$ cat src/rtl/core/chd_pkg.sv
// Shared types and constants for the compass heading pipeline.
// No dependencies; every other file refers to this package by scoped names.
package chd_pkg;

    localparam int AXIS_W = 16;
    localparam int XY_W = 36;
    localparam int Z_W = 26;
    localparam int ZU_W = 25;
    localparam int FINE_W = 15;
    localparam int DEG_W = 9;
    localparam int TABLE_LEN = 24;
    localparam int ROTATION_STEPS_DEFAULT = 16;

    localparam logic signed [Z_W-1:0] QUARTER_TURN = 26'sd5898240;
    localparam logic signed [Z_W:0] FULL_TURN = 27'sd23592960;
    localparam logic [FINE_W:0] FINE_FULL = 16'd23040;
    localparam logic [Z_W-1:0] ROUND_HALF = 26'd512;

    localparam logic [21:0] ATAN_TABLE [TABLE_LEN] = '{
        22'd2949120, 22'd1740967, 22'd919879, 22'd466945, 22'd234379, 22'd117304,
        22'd58666, 22'd29335, 22'd14668, 22'd7334, 22'd3667, 22'd1833,
        22'd917, 22'd458, 22'd229, 22'd115, 22'd57, 22'd29,
        22'd14, 22'd7, 22'd4, 22'd2, 22'd1, 22'd0
    };

    typedef struct packed {
        logic signed [XY_W-1:0] x;
        logic signed [XY_W-1:0] y;
        logic signed [Z_W-1:0]  z;
        logic                   zero;
    } chd_vec_t;

endpackage

$ cat src/rtl/core/chd_prerot.sv
// Input stage: quarter-turn pre-rotation into the right half plane and scaling.
// Depends on chd_pkg.
module chd_prerot
(
    input  logic                              clk,
    input  logic                              rst_n,
    input  logic                              up_valid,
    output logic                              up_ready,
    input  logic signed [chd_pkg::AXIS_W-1:0] axis_x,
    input  logic signed [chd_pkg::AXIS_W-1:0] axis_y,
    output logic                              down_valid,
    input  logic                              down_ready,
    output chd_pkg::chd_vec_t                 down_data
);

    logic              valid_reg;
    chd_pkg::chd_vec_t data_reg;
    chd_pkg::chd_vec_t data_next;
    logic signed [chd_pkg::AXIS_W:0] xw;
    logic signed [chd_pkg::AXIS_W:0] yw;
    logic signed [chd_pkg::AXIS_W:0] xr;
    logic signed [chd_pkg::AXIS_W:0] yr;

    assign up_ready = !valid_reg || down_ready;
    assign down_valid = valid_reg;
    assign down_data = data_reg;

    always_comb
    begin
        xw = {axis_x[chd_pkg::AXIS_W-1], axis_x};
        yw = {axis_y[chd_pkg::AXIS_W-1], axis_y};
        xr = xw;
        yr = yw;
        data_next.z = '0;
        if (axis_x < 0)
        begin
            if (axis_y >= 0)
            begin
                xr = yw;
                yr = -xw;
                data_next.z = chd_pkg::QUARTER_TURN;
            end
            else
            begin
                xr = -yw;
                yr = xw;
                data_next.z = -chd_pkg::QUARTER_TURN;
            end
        end
        data_next.x = {{(chd_pkg::XY_W - chd_pkg::AXIS_W - 17){xr[chd_pkg::AXIS_W]}}, xr, 16'b0};
        data_next.y = {{(chd_pkg::XY_W - chd_pkg::AXIS_W - 17){yr[chd_pkg::AXIS_W]}}, yr, 16'b0};
        data_next.zero = (axis_x == 0) && (axis_y == 0);
    end

    always_ff @(posedge clk or negedge rst_n)
    begin
        if (!rst_n)
        begin
            valid_reg <= 1'b0;
        end
        else if (up_ready)
        begin
            valid_reg <= up_valid;
        end
    end

    always_ff @(posedge clk)
    begin
        if (up_ready && up_valid)
        begin
            data_reg <= data_next;
        end
    end

endmodule

$ cat config.mk
export PLATFORM = sky130hd
export DESIGN_NAME = chd_prerot
export DESIGN_NICKNAME = d
export VERILOG_FILES = /design/src/rtl/core/chd_pkg.sv /design/src/rtl/core/chd_prerot.sv
export SDC_FILE = /design/constraint.sdc
export NUM_CORES = 1
export LEC_CHECK = 0
export BUFFER_PORTS_ARGS = -buffer_cell sky130_fd_sc_hd__clkbuf_2
export CORE_AREA = 2 2 59 116
export CTS_BUF_LIST = sky130_fd_sc_hd__clkbuf_8
export DETAILED_ROUTE_END_ITERATION = 16
export DIE_AREA = 0 0 61 118
export PLACE_DENSITY = 0.83
export SETUP_SLACK_MARGIN = 0.05
export SLEW_MARGIN = 10
export SYNTH_ARGS = -nofsm -noshare
export SYNTH_HDL_FRONTEND = slang
export SYNTH_SLANG_ARGS = --single-unit
$ cat constraint.sdc
create_clock -name clk -period 2.4 [get_ports clk]
set_input_delay 0.48 -clock clk [delete_from_list [all_inputs] [get_ports clk]]
set_output_delay 0.48 -clock clk [all_outputs]
set_load 0.05 [all_outputs]
* Word level (Yosys, flattened, before mapping)
Index checks and enable logic that the tools add are counted.
Cells by class: $add $sub $neg 2, $lt $le $gt $ge 2, mux-type cells 5, reductions and logical operators 6
Operators with widths (count):
- $mux W17 | 4
- $logic_not A32 Y1 | 2
- $neg A16 Y17 | 2
- $mux W26 | 1
- $ge A16 B1 Y1 const B | 1
- $lt A16 B1 Y1 const B | 1
- $logic_and A1 B1 Y1 | 2
- $logic_not A1 Y1 | 1
- $logic_or A1 B1 Y1 | 1
Word-level totals: register bits after elaboration 62, bits of input ports 36, output and inout port bits 101, word-level logic and storage cells 20

* Depth between registers and ports, before layout
depth after elaboration 3, gate-level depth with buffers 8, depth with buffers taken out 8

* Least setup slack after synthesis
No wires, ideal clock.
path kind reg2reg, start register valid_reg (netlist: down_valid), end register data_reg, in the netlist down_data[0], enable pin, setup time 399 ps, data arrival time 2070 ps, required time 2001 ps, slack -69 ps, stages on the path, launching flop included 3, buffers on the path 0, period minus slack after synthesis 2469 ps, path through dfrtp_1 nand2b_1 and2_1
Between the ends: longest elaborated chain between the ends 3
RTL lines:
- from (decl) | line chd_prerot.sv:16 | logic valid_reg;
- from (signal assigned) | line chd_prerot.sv:63 | valid_reg <= up_valid;
- $logic_not A1 Y1 | line chd_prerot.sv:24 | assign up_ready = !valid_reg || down_ready;
- $logic_or A1 B1 Y1 | line chd_prerot.sv:24
- via up_ready | line chd_prerot.sv:8 | output logic up_ready,
- $logic_and A1 B1 Y1 | line chd_prerot.sv:69 | if (up_ready && up_valid)
- to (signal assigned) | line chd_prerot.sv:71 | data_reg <= data_next;
- to (decl) | line chd_prerot.sv:17 | chd_pkg::chd_vec_t data_reg;
The timed path passes the listed nets, and every way through them passes these cells. A chain may end at the register's enable or synchronous reset.

==> impl_metrics.env <==
export IMPL_first_pass_iters=4
export IMPL_drv_slew=0
export IMPL_gp_congestion=0.815
export IMPL_status="finished clean"
export IMPL_rows=41
export IMPL_ys_flop_type="edfxtp_1"
export IMPL_p_leak_nw=1.37
export IMPL_clock_skew_ns=0.00298
export IMPL_grt_max_degree=39
export IMPL_remaining_drc_errors=0
export IMPL_die_width_um=61
export IMPL_cts_max_level=2
export IMPL_worst_pin_slew_ns=0.557
export IMPL_viasPerCell=4.97
export IMPL_cts_root_buf="clkbuf_8"
export IMPL_path_clk_slew_ns=0.08
export IMPL_drtIter0Drc=80
export IMPL_hp_class="input pin to register"
export IMPL_final_cell_mix="87 x clkbuf_2, 50 x conb_1, 38 x edfxtp_1"
export IMPL_worstPathArrival_ns=1.93
export IMPL_wl_per_cell_um=13.5
export IMPL_post_cts_buffers=0
export IMPL_worstReg2RegEnd="down_data[57]"
export IMPL_io_buffer_count=87
export IMPL_fin_crit_ns=1.89
export IMPL_hold_start="up_valid"
export IMPL_syn_area_sq_um=2740
export IMPL_die_y_um=118
export IMPL_die_area_sq_um=7200
export IMPL_max_freq_ghz=0.529
export IMPL_grt_pass1_vias=2113
export IMPL_total_power_mw=1.92
export IMPL_num_vias=2241
export IMPL_io_pins=137
export IMPL_synthDistinctLibCells=48
export IMPL_wl_um=6090
export IMPL_initial_core_util_pct=43.3
export IMPL_n_antenna_cell=0
export IMPL_crit_buf_inv=2
export IMPL_worstSetupEndpointType="register"
export IMPL_syn_to_final_growth_pct=14.3
export IMPL_hold_end="down_valid"
export IMPL_setup_tns_ns=0
export IMPL_mostFrequentLayoutCell="clkbuf_2"
export IMPL_period_share_pct=78.7
export IMPL_avgSynthCellArea_sq_um=9.66
export IMPL_fin_nets=403
export IMPL_cts_tree="built"
export IMPL_dpl_hpwl_um=4860
export IMPL_antenna_found_initial=0
export IMPL_drive_gt1_share_pct=31.8
export IMPL_ys_async_sr_fraction_pct=2.56
export IMPL_core_sq_um=6310
export IMPL_r2r_start="down_valid"
export IMPL_globalRouteOverflowTotal=0
export IMPL_postSynthCellCount=283
export IMPL_crit_fanout=3
export IMPL_ff2ff_setup_slack_ns=0.97
export IMPL_ys_seq_area_share_pct=42.6
export IMPL_yosysWarnings=0
export IMPL_grt_pass1_wl_um=9450
export IMPL_grt_usage_pct=17.5
export IMPL_worst_path_max_delay_cell="nor4b_2"
export IMPL_reg2reg_depth=3
export IMPL_clk_latency_ns=0.29
export IMPL_ys_seq_elements=39
export IMPL_finalHoldViolCount=0
export IMPL_cp_cell_sequence="clkbuf_2, inv_1, ha_1, nor4b_2, nand4_1, nor3_1, ha_1, nand2_1, nand2_1"
export IMPL_cts_sinks=39
export IMPL_clockBufferDepth=2
export IMPL_min_path_cells=2
export IMPL_cts_buffers=5
export IMPL_synth_edf_count=38
export IMPL_critPathTopFamily="simple AND/OR/NAND/NOR gates"
export IMPL_required_ns=2.44
export IMPL_drv_cap=0
export IMPL_crit_type="input pin to register"
export IMPL_slowest_delay_ns=0.26
export IMPL_slew_headroom_pct=62.9
export IMPL_antenna_left=0
export IMPL_vdd_drop_max_uv=223
export IMPL_critPathLaunchType="input pin"
export IMPL_setup_violations=0
export IMPL_powerDensity_nw_per_um2=615
export IMPL_rsz0062_at_grt="no"
[how the worst max path moves through the flow]
| stage | startpoint | endpoint | cells past startpoint |
|---|---|---|---|
| 2_1_floorplan | down_valid | down_data[0] | 2 |
| 3_3_place_gp | axis_x[0] | down_data[59] | 9 |
| 3_5_place_dp | axis_x[0] | down_data[59] | 9 |
| 4_1_cts | axis_x[0] | down_data[59] | 9 |
| 5_1_grt | axis_x[0] | down_data[59] | 9 |
| 6_report | axis_x[0] | down_data[59] | 9 |
[registers in the layout, summed over array words and instances (netlist names)]
register	cells
down_data	38
down_valid	1
[timing repair]
action,in CTS,in global routing
gates resized for setup,0,0
hold buffers,1,0
hold endpoints to repair,1,0
[per-stage QoR]
stage	hold WS (ns)	std cells	util, %	setup slack, ns	instance area, sq um
after floorplan	0.184	332	-	0.311	2920
after global placement	0.255	442	48.0	0.222	3030
after detailed placement	0.256	442	48.0	0.164	3030
after CTS	0.390	451	49.6	0.486	3130
after global routing	0.382	451	49.6	0.264	3130
final	0.388	451	49.6	0.511	3130
[cell families (layout without fill, tap and decap cells)]
family,after synthesis,after routing,synth area share (%)
other,1,50,0.137
and+or+nand+nor,81,81,16.0
DFF,39,39,42.6
buffers and inverters,83,116,19.8
adders and majority gates,3,3,1.37
muxes,2,2,0.732
xor gates and xnor gates,18,18,5.76
AOI/OAI and AO/OA,56,56,13.6
[cell usage after synthesis, types with 2 or more instances]
library cell,number,area [sq um]
and3_1,2,12.5
and4_1,2,17.5
inv_1,11,41.3
xnor2_1,12,105
a211o_1,3,26.3
o2111ai_1,2,17.5
a31oi_1,4,25.0
nand4_1,5,31.3
o21ai_1,2,10.0
o21ai_0,3,15.0
buf_1,3,11.3
o311ai_1,3,26.3
nand2b_1,2,12.5
mux2i_1,2,20.0
clkbuf_1,7,26.3
xor2_1,6,52.6
nand2_1,10,37.5
nor2_1,33,124
ha_1,3,37.5
nand3_1,6,30.0
o41ai_2,2,32.5
nor3_1,8,40.0
buf_4,61,458
edfxtp_1,38,1140
o211ai_1,3,22.5
or4_4,2,22.5
a21oi_1,27,135
[final cells by class]
class / instances / area, sq um
tap: 86 / 108
multi-input combinational: 210 / 1210
sequential: 39 / 1170
fill: 593 / 3180
clock inverter: 3 / 20.0
inverter: 12 / 45.0
clock buffer: 5 / 68.8
timing repair buffer: 96 / 505
[power breakdown]
group / switching [mW] / internal [mW] / total [mW]
registers: 0.0145 / 0.806 / 0.820
logic: 0.531 / 0.128 / 0.659
clock network: 0.241 / 0.202 / 0.443
total: 0.786 / 1.14 / 1.92
[routing by layer]
| metal | global-route usage, % | part of all wire (%) | vias up | routed length (um) |
|---|---|---|---|---|
| met2 | 31.5 | 57 | 120 | 3460 |
| met1 | 17.1 | 32 | 1038 | 1970 |
| li1 | - | - | 1063 | - |
| met3 | 2.20 | 6.9 | 20 | 418 |
| met5 | 0 | 0 | - | 0 |
| met4 | 11.8 | 3.9 | 0 | 240 |
Note: power is estimated with default switching activity, not from simulation.
