**config.mk**
```make
export PLATFORM = sky130hd
export DESIGN_NAME = chd_fold
export DESIGN_NICKNAME = d
export VERILOG_FILES = /design/src/rtl/core/chd_pkg.sv /design/src/rtl/core/chd_fold.sv
export SDC_FILE = /design/constraint.sdc
export NUM_CORES = 1
export LEC_CHECK = 0
export ABC_AREA = 0
export BUFFER_PORTS_ARGS = -buffer_cell sky130_fd_sc_hd__buf_4
export CAP_MARGIN = 15
export CORE_MARGIN = 2
export CORE_UTILIZATION = 31
export CTS_BUF_LIST = sky130_fd_sc_hd__clkbuf_8
export DETAILED_ROUTE_END_ITERATION = 10
export PLACE_DENSITY = 0.67
export SLEW_MARGIN = 20
export SYNTH_ARGS = -nofsm -noshare
export SYNTH_HDL_FRONTEND = slang
export SYNTH_SLANG_ARGS = --single-unit
```
**constraint.sdc**
```tcl
create_clock -name clk -period 4.8 [get_ports clk]
set_input_delay 0.72 -clock clk [delete_from_list [all_inputs] [get_ports clk]]
set_output_delay 0.72 -clock clk [all_outputs]
set_load 0.05 [all_outputs]
```
**src/rtl/core/chd_pkg.sv**
```systemverilog
// Shared types and constants for the compass heading pipeline.
// No dependencies; every other file refers to this package by scoped names.
package chd_pkg;

    localparam int AXIS_W = 16;
    localparam int XY_W = 36;
    localparam int Z_W = 26;
    localparam int ZU_W = 25;
    localparam int FINE_W = 15;
    localparam int DEG_W = 9;
    localparam int TABLE_LEN = 24;
    localparam int ROTATION_STEPS_DEFAULT = 16;

    localparam logic signed [Z_W-1:0] QUARTER_TURN = 26'sd5898240;
    localparam logic signed [Z_W:0] FULL_TURN = 27'sd23592960;
    localparam logic [FINE_W:0] FINE_FULL = 16'd23040;
    localparam logic [Z_W-1:0] ROUND_HALF = 26'd512;

    localparam logic [21:0] ATAN_TABLE [TABLE_LEN] = '{
        22'd2949120, 22'd1740967, 22'd919879, 22'd466945, 22'd234379, 22'd117304,
        22'd58666, 22'd29335, 22'd14668, 22'd7334, 22'd3667, 22'd1833,
        22'd917, 22'd458, 22'd229, 22'd115, 22'd57, 22'd29,
        22'd14, 22'd7, 22'd4, 22'd2, 22'd1, 22'd0
    };

    typedef struct packed {
        logic signed [XY_W-1:0] x;
        logic signed [XY_W-1:0] y;
        logic signed [Z_W-1:0]  z;
        logic                   zero;
    } chd_vec_t;

endpackage

```
**src/rtl/core/chd_fold.sv**
```systemverilog
// Output stages: folding into one turn, then rounding to 1/64 degree with wrap.
// Depends on chd_pkg; the second stage is the output register.
module chd_fold
(
    input  logic                           clk,
    input  logic                           rst_n,
    input  logic                           up_valid,
    output logic                           up_ready,
    input  chd_pkg::chd_vec_t              up_data,
    output logic                           down_valid,
    input  logic                           down_ready,
    output logic [chd_pkg::FINE_W-1:0]     heading_fine,
    output logic [chd_pkg::DEG_W-1:0]      heading_degrees
);

    logic                           turn_valid_reg;
    logic                           out_valid_reg;
    logic                           turn_ready;
    logic [chd_pkg::ZU_W-1:0]       turn_reg;
    logic [chd_pkg::ZU_W-1:0]       turn_next;
    logic [chd_pkg::FINE_W-1:0]     fine_reg;
    logic [chd_pkg::FINE_W-1:0]     fine_next;
    logic signed [chd_pkg::Z_W:0]   zw;
    logic signed [chd_pkg::Z_W:0]   zf;
    logic [chd_pkg::Z_W-1:0]        rounded;
    logic [chd_pkg::FINE_W:0]       fine_raw;

    assign turn_ready = !out_valid_reg || down_ready;
    assign up_ready = !turn_valid_reg || turn_ready;
    assign down_valid = out_valid_reg;
    assign heading_fine = fine_reg;
    assign heading_degrees = fine_reg[chd_pkg::FINE_W-1:chd_pkg::FINE_W-chd_pkg::DEG_W];

    always_comb
    begin
        zw = {up_data.z[chd_pkg::Z_W-1], up_data.z};
        zf = (zw < 0) ? zw + chd_pkg::FULL_TURN : zw;
        if (up_data.zero || zf < 0)
        begin
            turn_next = '0;
        end
        else
        begin
            turn_next = zf[chd_pkg::ZU_W-1:0];
        end
    end

    always_comb
    begin
        rounded = {1'b0, turn_reg} + chd_pkg::ROUND_HALF;
        fine_raw = rounded[chd_pkg::Z_W-1:10];
        if (fine_raw >= chd_pkg::FINE_FULL)
        begin
            fine_next = chd_pkg::FINE_W'(fine_raw - chd_pkg::FINE_FULL);
        end
        else
        begin
            fine_next = fine_raw[chd_pkg::FINE_W-1:0];
        end
    end

    always_ff @(posedge clk or negedge rst_n)
    begin
        if (!rst_n)
        begin
            turn_valid_reg <= 1'b0;
            out_valid_reg <= 1'b0;
        end
        else
        begin
            if (up_ready)
            begin
                turn_valid_reg <= up_valid;
            end
            if (turn_ready)
            begin
                out_valid_reg <= turn_valid_reg;
            end
        end
    end

    always_ff @(posedge clk)
    begin
        if (up_ready && up_valid)
        begin
            turn_reg <= turn_next;
        end
        if (turn_ready && turn_valid_reg)
        begin
            fine_reg <= fine_next;
        end
    end

endmodule
```
After elaboration in Yosys (flattened, before gate mapping)
Cells that the tools add are included.
{"block": "totals", "out_inout_bits": 26, "inputBits": 103, "ff_bits": 42, "wordCells": 19}
{"block": "op_classes", "n_lt_le_gt_ge": 3, "mux": 2, "n_addsub": 3, "reduce_logical": 7}
{"operator": "adder 26 x 26 -> 27 bit (second input constant)", "count": 1}
{"operator": "< comparator 27 x 1 -> 1 bit (second input constant)", "count": 1}
{"operator": "two-way mux 27 bit", "count": 1}
{"operator": "adder 25 x 10 -> 26 bit (second input constant)", "count": 1}
{"operator": "< comparator 26 x 1 -> 1 bit (second input constant)", "count": 1}
{"operator": "greater-or-equal comparator 16 x 15 -> 1 bit (second input constant)", "count": 1}
{"operator": "two-way mux 15 bit", "count": 1}
{"operator": "subtractor 15 bit (second input constant)", "count": 1}
{"operator": "logical OR 1 bit", "count": 3}
{"operator": "logical AND 1 bit", "count": 2}
{"operator": "logical NOT 1 bit", "count": 2}

Longest topological paths before layout
{"block": "logic_depth", "depth_word": 4, "mapped_depth": 7, "depth_no_buf": 7}

Worst setup path after synthesis
OpenSTA, ideal clock, no wires.
{"block": "synth_timing", "kind": "input -> register", "from": "in down_ready", "to": "reg turn_reg[10] (netlist name), enable pin", "path_slack_ps": 2732, "setup_time_ps": 374, "stages": 2, "t_arrival_ps": 1694, "path_cell_list": "nand3b_1 -> and2_1"}
{"block": "synth_between", "elab_chain_cells": 3}
{"item": "from (decl)", "line_no": "chd_fold.sv:11", "source": "input logic down_ready,"}
{"item": "logical OR 1 bit", "line_no": "chd_fold.sv:28", "source": "assign turn_ready = !out_valid_reg || down_ready;"}
{"item": "logical OR 1 bit", "line_no": "chd_fold.sv:29", "source": "assign up_ready = !turn_valid_reg || turn_ready;"}
{"item": "logical AND 1 bit", "line_no": "chd_fold.sv:84", "source": "if (up_ready && up_valid)"}
{"item": "to (signal assigned)", "line_no": "chd_fold.sv:86", "source": "turn_reg <= turn_next;"}
{"item": "to (decl)", "line_no": "chd_fold.sv:19", "source": "logic [chd_pkg::ZU_W-1:0] turn_reg;"}
No other way between the ends.
A chain may end at the register's enable or synchronous reset.

Worst setup path in the final report
{"block": "layout_timing", "from": "reg turn_reg[9] (netlist name)", "to": "reg fine_reg, in the netlist heading_fine[11] (data pin)"}
{"block": "layout_between", "elab_chain_cells": 3, "elab_cells_between_ends": 4, "classes_between": "add/sub (2); order compare (1); mux (1)"}
{"item": "adder 25 x 10 -> 26 bit (*)", "line_no": "chd_fold.sv:50", "source": "rounded = {1'b0, turn_reg} + chd_pkg::ROUND_HALF;"}
{"item": "subtractor 15 bit / greater-or-equal comparator 16 x 15 -> 1 bit (equally long branches)", "line_no": "chd_fold.sv:54, chd_fold.sv:52"}
{"item": "two-way mux 15 bit (*)", "line_no": "chd_fold.sv:52", "source": "if (fine_raw >= chd_pkg::FINE_FULL)"}
{"item": "named net fine_next, one bit", "line_no": "chd_fold.sv:22", "source": "logic [chd_pkg::FINE_W-1:0] fine_next;"}
{"item": "to (signal assigned)", "line_no": "chd_fold.sv:90", "source": "fine_reg <= fine_next;"}
{"item": "to (decl)", "line_no": "chd_fold.sv:21", "source": "logic [chd_pkg::FINE_W-1:0] fine_reg;"}
The timed path passes the listed nets; every way through them passes the cells marked *.

==> flow_metrics.py <==
metrics = {
    "timing": {
        "tightest_slew_ns": 0.663,
        "post-route-min-period_ns": 2.51,
        "slew_headroom": 0.558,
        "fmax_ghz": 0.399,
        "hold_viol_final": 0,
        "layout_worst_path_cycle_share": 0.523,
        "rsz0062_at_grt": "no",
        "drv_slew": 0,
        "setup-tns-final_ns": 0,
        "clock_skew_ns": 0.00453,
        "final.setup.worst_slack_ns": 2.29,
        "fin_hold_ws_ns": 0.202,
        "setup_violations": 0,
    },
    "global_route": {
        "grt_pass1_wl_mm": 6.06,
        "gr-usage-all-layers": 0.107,
        "antenna_found_initial": 0,
        "grt_max_degree": 17,
        "grt_remaining_overflow": 0,
        "grt_pass1_vias": 1281,
    },
    "setup_path": {
        "crit_required_ns": 4.81,
        "cp_max_fo": 8,
        "critPathLaunch": "turn_reg[9]$_SDFFCE_PP0P_",
        "worstPathArrival_ns": 2.52,
        "worstSetupStartpointType": "register",
        "r2r_start": "turn_reg[9]$_SDFFCE_PP0P_",
        "cp-end-kind": "register",
        "crit_type": "register to register",
    },
    "synthesis": {
        "syn_inst": 187,
        "synth_nets": 292,
        "async_reset_ff_frac": 0.0606,
        "yosysSeqAreaShare": 0.483,
        "yosysUniqueCellTypes": 54,
        "synth_warnings": 0,
        "yosysMostFrequentCell": "edfxtp_1",
        "synth_flop_cell": "edfxtp_1",
        "syn_area_mm2": 0.00203,
        "yosys.area.top_type": "edfxtp_1",
        "synth_common_cells": "31 x edfxtp_1, 15 x nand2_1, 14 x nor2_1, 13 x and2_1, 11 x xnor2_1",
        "synth_area_per_cell_um2": 10.9,
        "synth_edf_count": 31,
        "synth_top_cell_area_share": 0.459,
        "ys_top_cells_by_area": "edfxtp_1 46%, xnor2_1 4.7%, and2_1 4.0%, buf_4 3.3%, nand2_1 2.8%",
        "ys_ff_latch": 33,
    },
    "detailed_routing": {
        "drt-wirelength-per-cell_um": 12.1,
        "drt_iter0_markers": 128,
        "drt_pre_antenna_iters": 4,
        "via_per_inst": 4.95,
        "wirelength_mm": 3.70,
        "vias": 1515,
        "drc_errors": 0,
        "ant_nets": 0,
    },
    "floorplan": {
        "start_util": 0.320,
        "core_mm2": 0.00635,
        "die_w_um": 84.9,
        "die_h_um": 84.9,
        "num_rows": 29,
        "dieArea_mm2": 0.00721,
        "ios": 129,
    },
    "layout": {
        "fill_cells": 633,
        "largest_reg_flops": 16,
        "fin_area_mm2": 0.00253,
        "drive_gt1_frac": 0.310,
        "num-nets-final": 333,
        "syn2layout_area_growth_pct": 24.6,
        "n_antenna_cell": 0,
    },
    "clock_network": {
        "cts_setup_buffers": 0,
        "clockBufferDepth": 2,
        "ctsHoldBuffers": 0,
        "cts_buffers": 5,
        "clkSinkCount": 33,
        "cts.htree.levels": 2,
        "cts_tree": "yes",
        "root_buffer": "clkbuf_8",
        "clock_latency_ns": 0.29,
        "cts-resized-gates": 0,
        "clk_pin_slew_ns": 0.07,
    },
    "pwr": {
        "p_leak_nw": 0.954,
        "powerDensity_mw_per_mm2": 342,
        "ir_drop_uv": 121,
    },
    "status": {
        "outcome": "finished, final reports clean",
    },
    "placed_design": {
        "place_hpwl_mm": 2.86,
        "gp_congestion": 0.885,
        "port_buffers": 47,
        "dpl_cell_area_mm2": 0.00239,
        "dp_slack_ns": 2.32,
    },
    "worst_hold_path": {
        "hold_path_class": "primary input to asynchronous set/reset pin",
    },
    "flow_run": {
        "max_cap_viol_count": 0,
    },
}
## cell families after synthesis
family,share of synthesized area
DFF,0.483
AOI/OAI and AO/OA,0.129
and+or+nand+nor,0.240
adders and majority gates,0.0123
buffers and inverters,0.0487
xor gates and xnor gates,0.0814
muxes,0.00493
## worst max-delay path, stage by stage (launching register included)
cell and delay, ns:
edfxtp_1 0.44, ha_1 0.27, and2_1 0.24, nand3_1 0.25, o221ai_1 0.61, a41o_1 0.32, o22ai_1 0.09
## per-layer routing
layer  vias to the layer above  global-route usage  wire length (um)
met5                         -                   0                 0
met4                         0              0.0563                78
met3                         4              0.0263               212
met2                        52               0.157              1640
met1                       690               0.145              1770
li1                        769                   -                 -
## worst paths after layout
| kind | to | slack [ns] | cells after the start |
|---|---|---|---|
| worst max-delay path | heading_fine[11]$_DFFE_PP_ | 2.29 | 6 |
| worst min-delay path | turn_valid_reg$_DFFE_PN0N_ | 0.20 | 1 |
| max in group asynchronous | down_valid$_DFFE_PN0P_ | 4.51 | 1 |
| worst max register to register | heading_fine[11]$_DFFE_PP_ | 2.29 | 6 |
| min in group clk | down_valid$_DFFE_PN0P_ | 0.50 | 1 |
| worst min register to register | down_valid$_DFFE_PN0P_ | 0.50 | 1 |
## area by class of cell
cell class | instances | area (um2) | area share
flip-flops and latches | 33 | 981 | 0.388
well taps | 77 | 96.3 | 0.0381
multi-input cells | 137 | 950 | 0.376
repair buffers | 47 | 353 | 0.140
clock inverters | 3 | 65.1 | 0.0257
clock buffers | 5 | 68.8 | 0.0272
inverters | 4 | 15.0 | 0.00594
## where the power goes
part	internal [mW]	switching, mW	total, mW
registers	0.347	0.0251	0.372
clock network	0.206	0.100	0.306
logic	0.0656	0.120	0.186
## cell usage in the layout, fill, tap and decap left out, types with 3 or more instances in the layout
| cell type | Yosys | routed |
|---|---|---|
| nor3_1 | 3 | 3 |
| edfxtp_1 | 31 | 31 |
| xnor2_1 | 11 | 11 |
| nand4_1 | 4 | 4 |
| nor2_1 | 14 | 14 |
| nand2b_1 | 3 | 3 |
| a21oi_1 | 7 | 7 |
| inv_1 | 3 | 3 |
| nand3b_1 | 3 | 3 |
| buf_4 | 9 | 47 |
| and2_1 | 13 | 13 |
| xor2_1 | 6 | 6 |
| nand3_1 | 7 | 7 |
| clkbuf_8 | 0 | 5 |
| nand2_1 | 15 | 15 |
## metrics by stage
step	util	instances	power (mW)
after floorplan	-	187	0.514
after global placement	0.377	298	0.563
after detailed placement	0.377	298	0.565
after CTS	0.398	306	0.871
after global routing	0.398	306	0.898
final	0.398	306	0.864
(Power assumes the default switching activity.)
