--- src/rtl/core/chd_pkg.sv ---
// Shared types and constants for the compass heading pipeline.
// No dependencies; every other file refers to this package by scoped names.
package chd_pkg;

    localparam int AXIS_W = 16;
    localparam int XY_W = 36;
    localparam int Z_W = 26;
    localparam int ZU_W = 25;
    localparam int FINE_W = 15;
    localparam int DEG_W = 9;
    localparam int TABLE_LEN = 24;
    localparam int ROTATION_STEPS_DEFAULT = 16;

    localparam logic signed [Z_W-1:0] QUARTER_TURN = 26'sd5898240;
    localparam logic signed [Z_W:0] FULL_TURN = 27'sd23592960;
    localparam logic [FINE_W:0] FINE_FULL = 16'd23040;
    localparam logic [Z_W-1:0] ROUND_HALF = 26'd512;

    localparam logic [21:0] ATAN_TABLE [TABLE_LEN] = '{
        22'd2949120, 22'd1740967, 22'd919879, 22'd466945, 22'd234379, 22'd117304,
        22'd58666, 22'd29335, 22'd14668, 22'd7334, 22'd3667, 22'd1833,
        22'd917, 22'd458, 22'd229, 22'd115, 22'd57, 22'd29,
        22'd14, 22'd7, 22'd4, 22'd2, 22'd1, 22'd0
    };

    typedef struct packed {
        logic signed [XY_W-1:0] x;
        logic signed [XY_W-1:0] y;
        logic signed [Z_W-1:0]  z;
        logic                   zero;
    } chd_vec_t;

endpackage

--- src/rtl/core/chd_rot_stage.sv ---
// One vectoring shift-add rotation stage with a fixed shift and arctangent step.
// Depends on chd_pkg.
module chd_rot_stage
#(
    parameter int STAGE_INDEX = 0
)
(
    input  logic              clk,
    input  logic              rst_n,
    input  logic              up_valid,
    output logic              up_ready,
    input  chd_pkg::chd_vec_t up_data,
    output logic              down_valid,
    input  logic              down_ready,
    output chd_pkg::chd_vec_t down_data
);

    localparam logic signed [chd_pkg::Z_W-1:0] ARC =
        signed'(chd_pkg::Z_W'(chd_pkg::ATAN_TABLE[STAGE_INDEX]));

    logic              valid_reg;
    chd_pkg::chd_vec_t data_reg;
    chd_pkg::chd_vec_t data_next;
    logic signed [chd_pkg::XY_W-1:0] dx;
    logic signed [chd_pkg::XY_W-1:0] dy;

    assign up_ready = !valid_reg || down_ready;
    assign down_valid = valid_reg;
    assign down_data = data_reg;

    always_comb
    begin
        dx = up_data.y >>> STAGE_INDEX;
        dy = up_data.x >>> STAGE_INDEX;
        data_next.zero = up_data.zero;
        if (up_data.y >= 0)
        begin
            data_next.x = up_data.x + dx;
            data_next.y = up_data.y - dy;
            data_next.z = up_data.z + ARC;
        end
        else
        begin
            data_next.x = up_data.x - dx;
            data_next.y = up_data.y + dy;
            data_next.z = up_data.z - ARC;
        end
    end

    always_ff @(posedge clk or negedge rst_n)
    begin
        if (!rst_n)
        begin
            valid_reg <= 1'b0;
        end
        else if (up_ready)
        begin
            valid_reg <= up_valid;
        end
    end

    always_ff @(posedge clk)
    begin
        if (up_ready && up_valid)
        begin
            data_reg <= data_next;
        end
    end

endmodule

--- config.mk ---
export PLATFORM = sky130hd
export DESIGN_NAME = chd_rot_stage
export DESIGN_NICKNAME = d
export VERILOG_FILES = /design/src/rtl/core/chd_pkg.sv /design/src/rtl/core/chd_rot_stage.sv
export SDC_FILE = /design/constraint.sdc
export NUM_CORES = 1
export LEC_CHECK = 0
export ABC_AREA = 1
export BUFFER_PORTS_ARGS = -buffer_cell sky130_fd_sc_hd__buf_4
export CORE_MARGIN = 8
export CORE_UTILIZATION = 44
export CTS_CLUSTER_DIAMETER = 100
export DETAILED_ROUTE_END_ITERATION = 8
export GPL_ROUTABILITY_DRIVEN = 0
export PLACE_DENSITY = 0.67
export SLEW_MARGIN = 10
export SYNTH_ARGS = -nofsm -noshare
export SYNTH_HDL_FRONTEND = slang
export SYNTH_SLANG_ARGS = --single-unit
export TNS_END_PERCENT = 10
--- constraint.sdc ---
create_clock -name clk -period 8.1 [get_ports clk]
set_clock_uncertainty 0.2 [all_clocks]
set_input_delay 1.215 -clock clk [delete_from_list [all_inputs] [get_ports clk]]
set_output_delay 1.215 -clock clk [all_outputs]
set_load 0.005 [all_outputs]
# ---- Yosys cells after proc, flatten, opt, wreduce, memory -nomap -nowiden
# Cells that the tools add are included.
dict set report totals {
  register_bits 100
  inputBits 103
  out_inout_bits 101
  wordCells 15
}
dict set report classes {
  add_sub_neg 5
  order_cmp 1
  muxes 1
  reduce_logical 3
}
# operator count
set ops {}
lappend ops {{$mux 98} 1}
lappend ops {{$sub 36x36->36} 2}
lappend ops {{$add 36x36->36} 1}
lappend ops {{$ge 36x1->1 const B} 1}
lappend ops {{$add 26x23->26 const B} 1}
lappend ops {{$sub 26x23->26 const B} 1}
lappend ops {{$logic_and 1x1->1} 1}
lappend ops {{$logic_not 1->1} 1}
lappend ops {{$logic_or 1x1->1} 1}

# ---- Logic depth before layout (Yosys ltp)
# Gate-level depths: netlist of the first run.
dict set report depth {
  word_depth 3
  depth_mapped 17
  mapped_depth_nobuf 17
}

# ---- Worst setup path before layout of the first run
# OpenSTA, ideal clock, no wires.
dict set report synth_timing {
  path_type {input -> register}
  startpoint {input port up_valid}
  endpoint {register data_reg, in the netlist down_data[0], enable pin}
  setup_ns 0.587
  arrival_ns 5.987
  required_time_ns 7.313
  path_slack_ns 1.326
  stages 2
  path_cell_list {inv_1 a21oi_1}
}
dict set report synth_via {
  elab_chain_len 1
}
# element line
set synth_rtl {}
lappend synth_rtl {{from (decl)} chd_rot_stage.sv:10} ;# input logic up_valid,
lappend synth_rtl {{$logic_and 1x1->1} chd_rot_stage.sv:64} ;# if (up_ready && up_valid)
lappend synth_rtl {{to (signal assigned)} chd_rot_stage.sv:66} ;# data_reg <= data_next;
lappend synth_rtl {{to (decl)} chd_rot_stage.sv:22} ;# chd_pkg::chd_vec_t data_reg;
# Every way passes these cells.
# A chain may end at the register's enable or synchronous reset.

==> flow_summary_export.csv, run 1 <==
group,metric,value,unit
setup_path,required,8.01,ns
floorplan,start_util,44.46,%
clock_network,postCtsSetupBuffers,0,
clock_network,postCtsHoldBufs,0,
placed_design,place_area,12770,um^2
cells_and_area,fin_util,52.41,%
logic_synthesis,synth_nets,1906,
placed_design,dpl.cell_count,2180,
placed_design,portBuffers,203,
clock_network,clock_sinks,99,
pwr,power.leakage,6.672,nW
setup_path,cp_num_buf_inv,4,
clock_network,root_buffer,"clkbuf_16",
logic_synthesis,synth_top_area_share,26.52,%
timing,fmax,0.2679,GHz
setup_path,cp_num_cells,10,
floorplan,die_y,174.8,um
job,drv_cap,0,
detailed_routing,drt-met1-wl,16.28,mm
logic_synthesis,netlist_area,11100,um^2
logic_synthesis,yosysSeqAreaShare,26.74,%
setup_path,path_delay_family,"buffers and inverters",
detailed_routing,wl_met3,3.309,mm
cells_and_area,final_area,13080,um^2
timing,hold_viol,0,
run_status,status,"finished, final reports clean",
global_routing,first_global_vias,11340,
detailed_routing,drt_first_pass_iters,6,
logic_synthesis,synth_area_per_cell,6.563,um^2
clock_network,cts_buffer_depth,2,
clock_network,clkLatencyLatePin,0.37,ns
setup_path,cp.arrival,3.64,ns
timing,setup_violations,0,
detailed_routing,routed_wl,37.25,mm
setup_path,crit_fanout,84,
setup_path,critPathCaptureType,"flip-flop",
pwr,power,1.892,mW
clock_network,cts_tree,"built",
logic_synthesis,synth.most_common_cell,"nand2_1",
floorplan,core,24960,um^2
clock_network,clk_pin_slew,0.08,ns
cells_and_area,layout-drive-gt1-share,13.93,%
detailed_routing,num_vias,11860,
timing,setup_tns,0,ns
setup_path,path_cells,"buf_4 > inv_2 > buf_4 > ha_1 > inv_1 > o21bai_1 > o21bai_1 > a21oi_1 > o21ai_0 > xor2_1",
detailed_routing,top_layer,"met4",
logic_synthesis,netlist_top_cells_count,"nand2_1, inv_1, nand3_1",
floorplan,io_pins,204,
detailed_routing,wl_met2,16.44,mm
timing,fin_ws,4.367,ns
timing,fin_crit_sh,46.09,%
logic_synthesis,synth_edf_count,98,
logic_synthesis,synthArstFlopShare,1.010,%
clock_network,h-tree-depth,3,
setup_path,reg2reg_depth,3,
detailed_routing,drt-initial-drc-count,1006,
setup_path,cp_slowest_cell,"buf_4",
logic_synthesis,yosysTopAreaCell,"edfxtp_1",
detailed_routing,ant_nets,0,
logic_synthesis,ys_ff_latch,99,
placed_design,place_ws,4.019,ns
clock_network,ctsResizeCount,0,
timing,slew_violations,0,
placed_design,hpwl,30.63,mm
logic_synthesis,synth.distinct_cells,44,
detailed_routing,viasPerCell,5.402,
cells_and_area,antenna_cells,0,
logic_synthesis,synthTopCellsByArea,"edfxtp_1, nand2_1, ha_1",
logic_synthesis,syn_inst,1691,
logic_synthesis,synth_warnings,0,
timing,hold_slack,0.4006,ns
setup_path,critPathKind,"in -> reg",
timing,tightest_slew,0.9362,ns
cells_and_area,nNetsFinal,2076,
pwr,power.density,144.6,nW/um^2
detailed_routing,drc,0,
floorplan,die_w,174.8,um
global_routing,grt_max_degree,85,
timing,relSlewSlack,37.59,%
cells_and_area,finalNonFillerCells,2196,
timing,fin_crit,3.733,ns
global_routing,grt_usage,23.77,%
floorplan,floorplan.rows,58,
setup_path,max_stage_delay,0.67,ns
detailed_routing,drt-wirelength-per-cell,16.96,um
global_routing,antenna_found_initial,0,
floorplan,fp.dieArea,30560,um^2
cells_and_area,area_growth,17.89,%
clock_network,cts_buffers,9,
setup_path,cp-start-kind,"input port",
global_routing,grt_pass1_wl,58.67,mm
logic_synthesis,synth-main-ff-cell,"edfxtp_1",
pwr,peakVddDrop,0.00009099,V
global_routing,overflow,0,
timing,rsz0062_at_grt,"false",
min_path,worstHoldPathType,"in -> async",
==> flip-flops by register name (all words and copies together), names as in the netlist <==
name	flops
down_valid	1
down_data	98
==> power breakdown <==
group,total [mW],switching [mW],internal [mW]
combinational,0.771,0.497,0.274
clock,0.475,0.250,0.225
sequential,0.646,0.0141,0.632
total,1.89,0.761,1.13
==> layout make-up <==
type | count | area (um^2)
clock inverter | 7 | 88.84
clock buffer | 9 | 225.2
inverter | 261 | 979.7
multi-input combinational | 1284 | 6863
sequential | 99 | 2968
timing repair buffer | 206 | 1546
fill | 2566 | 11880
tap | 330 | 412.9
==> cell usage in the layout (no fill, tap or decap), types with 2 or more instances in the layout <==
| master | instances |
|---|---|
| o21ai_2 | 2 |
| a21o_1 | 9 |
| o22ai_1 | 11 |
| or2_2 | 3 |
| clkbuf_16 | 9 |
| o21ai_0 | 85 |
| or2_1 | 2 |
| nand3_1 | 156 |
| nor4_2 | 2 |
| a31oi_1 | 3 |
| o21ai_1 | 9 |
| nor2_2 | 8 |
| nand3_2 | 5 |
| inv_1 | 255 |
| nor3_1 | 19 |
| nor4_1 | 2 |
| nand2_2 | 4 |
| buf_4 | 206 |
| nand4_1 | 9 |
| o211ai_1 | 3 |
| o21a_1 | 4 |
| and2_1 | 2 |
| fa_1 | 3 |
| o21bai_1 | 17 |
| a21oi_2 | 3 |
| nor3_2 | 3 |
| edfxtp_1 | 98 |
| inv_8 | 2 |
| ha_1 | 109 |
| inv_2 | 6 |
| nand2_1 | 495 |
| xor2_1 | 35 |
| nor2_1 | 148 |
| clkinv_8 | 2 |
| a21oi_1 | 125 |
==> metal layers <==
layer  GRT usage (%)  up-vias
met3           4.058       77
li1                -     5807
met5               0        -
met2           38.71      594
met4           8.089        0
met1           31.36     5384
==> logic make-up after synthesis <==
group	Yosys count	synth area share, %
AO/OA/AOI/OAI	276	13.62
XOR/XNOR	35	2.762
adder cells (fa/ha/maj)	112	12.83
buffers and inverters	308	11.52
flip-flops	99	26.74
multiplexers	1	0.09020
AND/OR/NAND/NOR	860	32.44
==> path summary, 6_finish.rpt <==
check | from | end | slack [ns]
setup / recovery | up_data[62] | down_data[23] | 4.37
hold / removal | rst_n | down_valid | 0.40
setup reg to reg | down_valid | down_data[92] | 5.72
min in group clk | down_valid | down_valid | 0.41
max in group asynchronous | rst_n | down_valid | 7.22
hold reg to reg | down_valid | down_valid | 0.41
Note: power is estimated with default switching activity, not from simulation.
==> run 2, diff against run 1 <==
- clock period: 8.1 -> 3.52 ns (I/O delays scaled with it)
==> run 2 against run 1 <==
  * Non-clock buffer count rose by 22
  * Combinational power up 130%
  * Count of clock-buffer cells in the layout did not move
  * Largest cell class unchanged
==> flow_summary_export.csv, run 2 (same netlist as run 1, synthesis figures left out) <==
group,metric,value,unit
run_status,status,"finished, final reports clean",
setup_path,required,3.43,ns
detailed_routing,num_vias,11950,
timing,fin_ws,0.7733,ns
global_routing,antenna_found_initial,0,
detailed_routing,routed_wl,38.21,mm
placed_design,hpwl,31.44,mm
detailed_routing,drc,0,
global_routing,grt_pass1_wl,59.69,mm
cells_and_area,largest_register_ffs,98,
pwr,pwr-share-comb,41.3,%
global_routing,grt_usage,24.19,%
timing,setup_tns,0,ns
setup_path,critPathKind,"in -> reg",
detailed_routing,drt-initial-drc-count,1125,
min_path,worstHoldPathType,"in -> reg",
setup_path,cp.arrival,2.66,ns
timing,rsz0062_at_grt,"false",
timing,fmax,0.3641,GHz
placed_design,place_ws,0.4442,ns
floorplan,floorplan.rows,58,
clock_network,cts_tree,"built",
pwr,p_sw,1.758,mW
clock_network,clk_pin_slew,0.09,ns
timing,fin_crit,2.747,ns
clock_network,h-tree-depth,3,
clock_network,cts_buffer_depth,2,
setup_path,max_stage_delay,0.55,ns
pwr,p_sw_share,40.09,%
timing,hold_viol,0,
global_routing,overflow,0,
setup_path,critPathMostFrequentCell,"nand2_1",
placed_design,dpl.cell_count,2201,
clock_network,clock_sinks,99,
cells_and_area,fin_util,53.14,%
timing,setup_violations,0,
detailed_routing,viasPerCell,5.386,
timing,tightest_slew,0.7809,ns
setup_path,critPathCaptureType,"flip-flop",
timing,fin_crit_sh,78.03,%
floorplan,core,24960,um^2
clock_network,cts_buffers,9,
pwr,power.leakage,6.780,nW
cells_and_area,nNetsFinal,2098,
detailed_routing,top_layer,"met4",
floorplan,die_y,174.8,um
clock_network,root_buffer,"clkbuf_16",
pwr,power.density,330.6,nW/um^2
floorplan,fp.dieArea,30560,um^2
detailed_routing,wl_met2,16.81,mm
pwr,peakVddDrop,0.0003029,V
timing,slew_violations,0,
detailed_routing,drt-met1-wl,16.07,mm
detailed_routing,drt-wirelength-per-cell,17.22,um
cells_and_area,antenna_cells,0,
timing,relSlewSlack,47.94,%
floorplan,die_w,174.8,um
setup_path,cp_slowest_cell,"fa_1",
pwr,p_int,2.627,mW
clock_network,clkLatencyLatePin,0.36,ns
cells_and_area,area_growth,19.54,%
pwr,seqPwrFrac,33.9,%
cells_and_area,finalNonFillerCells,2218,
placed_design,portBuffers,203,
job,drv_cap,0,
floorplan,start_util,44.46,%
pwr,p_clk_share,24.7,%
cells_and_area,final_common_cell,"nand2_1",
detailed_routing,wl_met3,3.766,mm
clock_network,postCtsSetupBuffers,0,
global_routing,grt_max_degree,99,
cells_and_area,layout_common_cells,"nand2_1, inv_1, buf_4",
detailed_routing,ant_nets,0,
cells_and_area,layout-drive-gt1-share,14.88,%
cells_and_area,n_fill_cell,2495,
global_routing,first_global_vias,11550,
setup_path,cp-start-kind,"input port",
floorplan,io_pins,204,
setup_path,path_cells,"buf_4 > inv_1 > ha_1 > fa_1 > o21ai_1 > nand2_1 > nand2_1 > nand2_1 > nand2_1 > nand2_1 > nand2_1 > nand2_1 > nand3_1 > nand2_1",
setup_path,crit_fanout,4,
detailed_routing,drt_first_pass_iters,6,
run 2: cell types whose count changed in the layout (fill, tap and decap cells not counted):
cell | before | now
clkinv_8 | 2 | 3
buf_12 | 0 | 1
dlygate4sd3_1 | 0 | 1
buf_4 | 206 | 226
inv_6 | 1 | 2
inv_8 | 2 | 0
run 2: layer usage:
layer | up-vias | track usage (%)
met4 | 0 | 10.46
li1 | 5839 | -
met2 | 651 | 38.74
met3 | 107 | 5.223
met1 | 5349 | 30.93
met5 | - | 0
run 2: through the flow:
step           hold slack, ns  power (mW)  instance area, um^2
2_1_floorplan         0.03241       2.610                11110
3_3_place_gp           0.1036       3.261                12940
3_5_place_dp           0.1048       3.283                12940
4_1_cts                0.1142       4.371                13270
5_1_grt                0.1138       4.633                13270
6_report               0.1243       4.386                13270
run 2: final cells by class:
class                           instances  area [um^2]  share of cell area, %
Multi-Input combinational cell       1284         6863                  51.73
Clock inverter                          7        91.34                 0.6885
Clock buffer                            9        225.2                  1.698
Inverter                              261        979.7                  7.385
Tap cell                              330        412.9                  3.112
Timing Repair Buffer                  228         1727                  13.02
Sequential cell                        99         2968                  22.37
run 2: worst paths after layout:
path	from	end	slack [ns]	depth (start not counted)
max in group asynchronous	rst_n	down_valid	2.77	2
worst max-delay path	up_data[27]	down_data[59]	0.77	14
min in group asynchronous	rst_n	down_valid	0.27	2
worst min-delay path	up_data[2]	down_data[2]	0.12	1
worst min register to register	down_valid	down_valid	0.40	2
worst max register to register	down_valid	down_data[67]	1.85	2
run 2: power groups by stage:
stage	registers (mW)	logic (mW)	clock network, mW
2_1_floorplan	1.52	1.09	0
3_3_place_gp	1.51	1.75	0
3_5_place_dp	1.52	1.77	0
4_1_cts	1.49	1.78	1.10
5_1_grt	1.50	2.00	1.14
6_report	1.49	1.81	1.08
run 2: worst max-delay path, delay by kind of cell:
family | cells | cell delay (ns)
buffers and inverters | 2 | 0.13
AO/OA/AOI/OAI | 1 | 0.35
adder cells (fa/ha/maj) | 2 | 0.78
AND/OR/NAND/NOR | 9 | 0.85
run 2: what timing repair did:
item / CTS / global route
hold buffers: 1 / 0
endpoints found under the hold margin: 1 / 0
gates resized for setup: 0 / 0
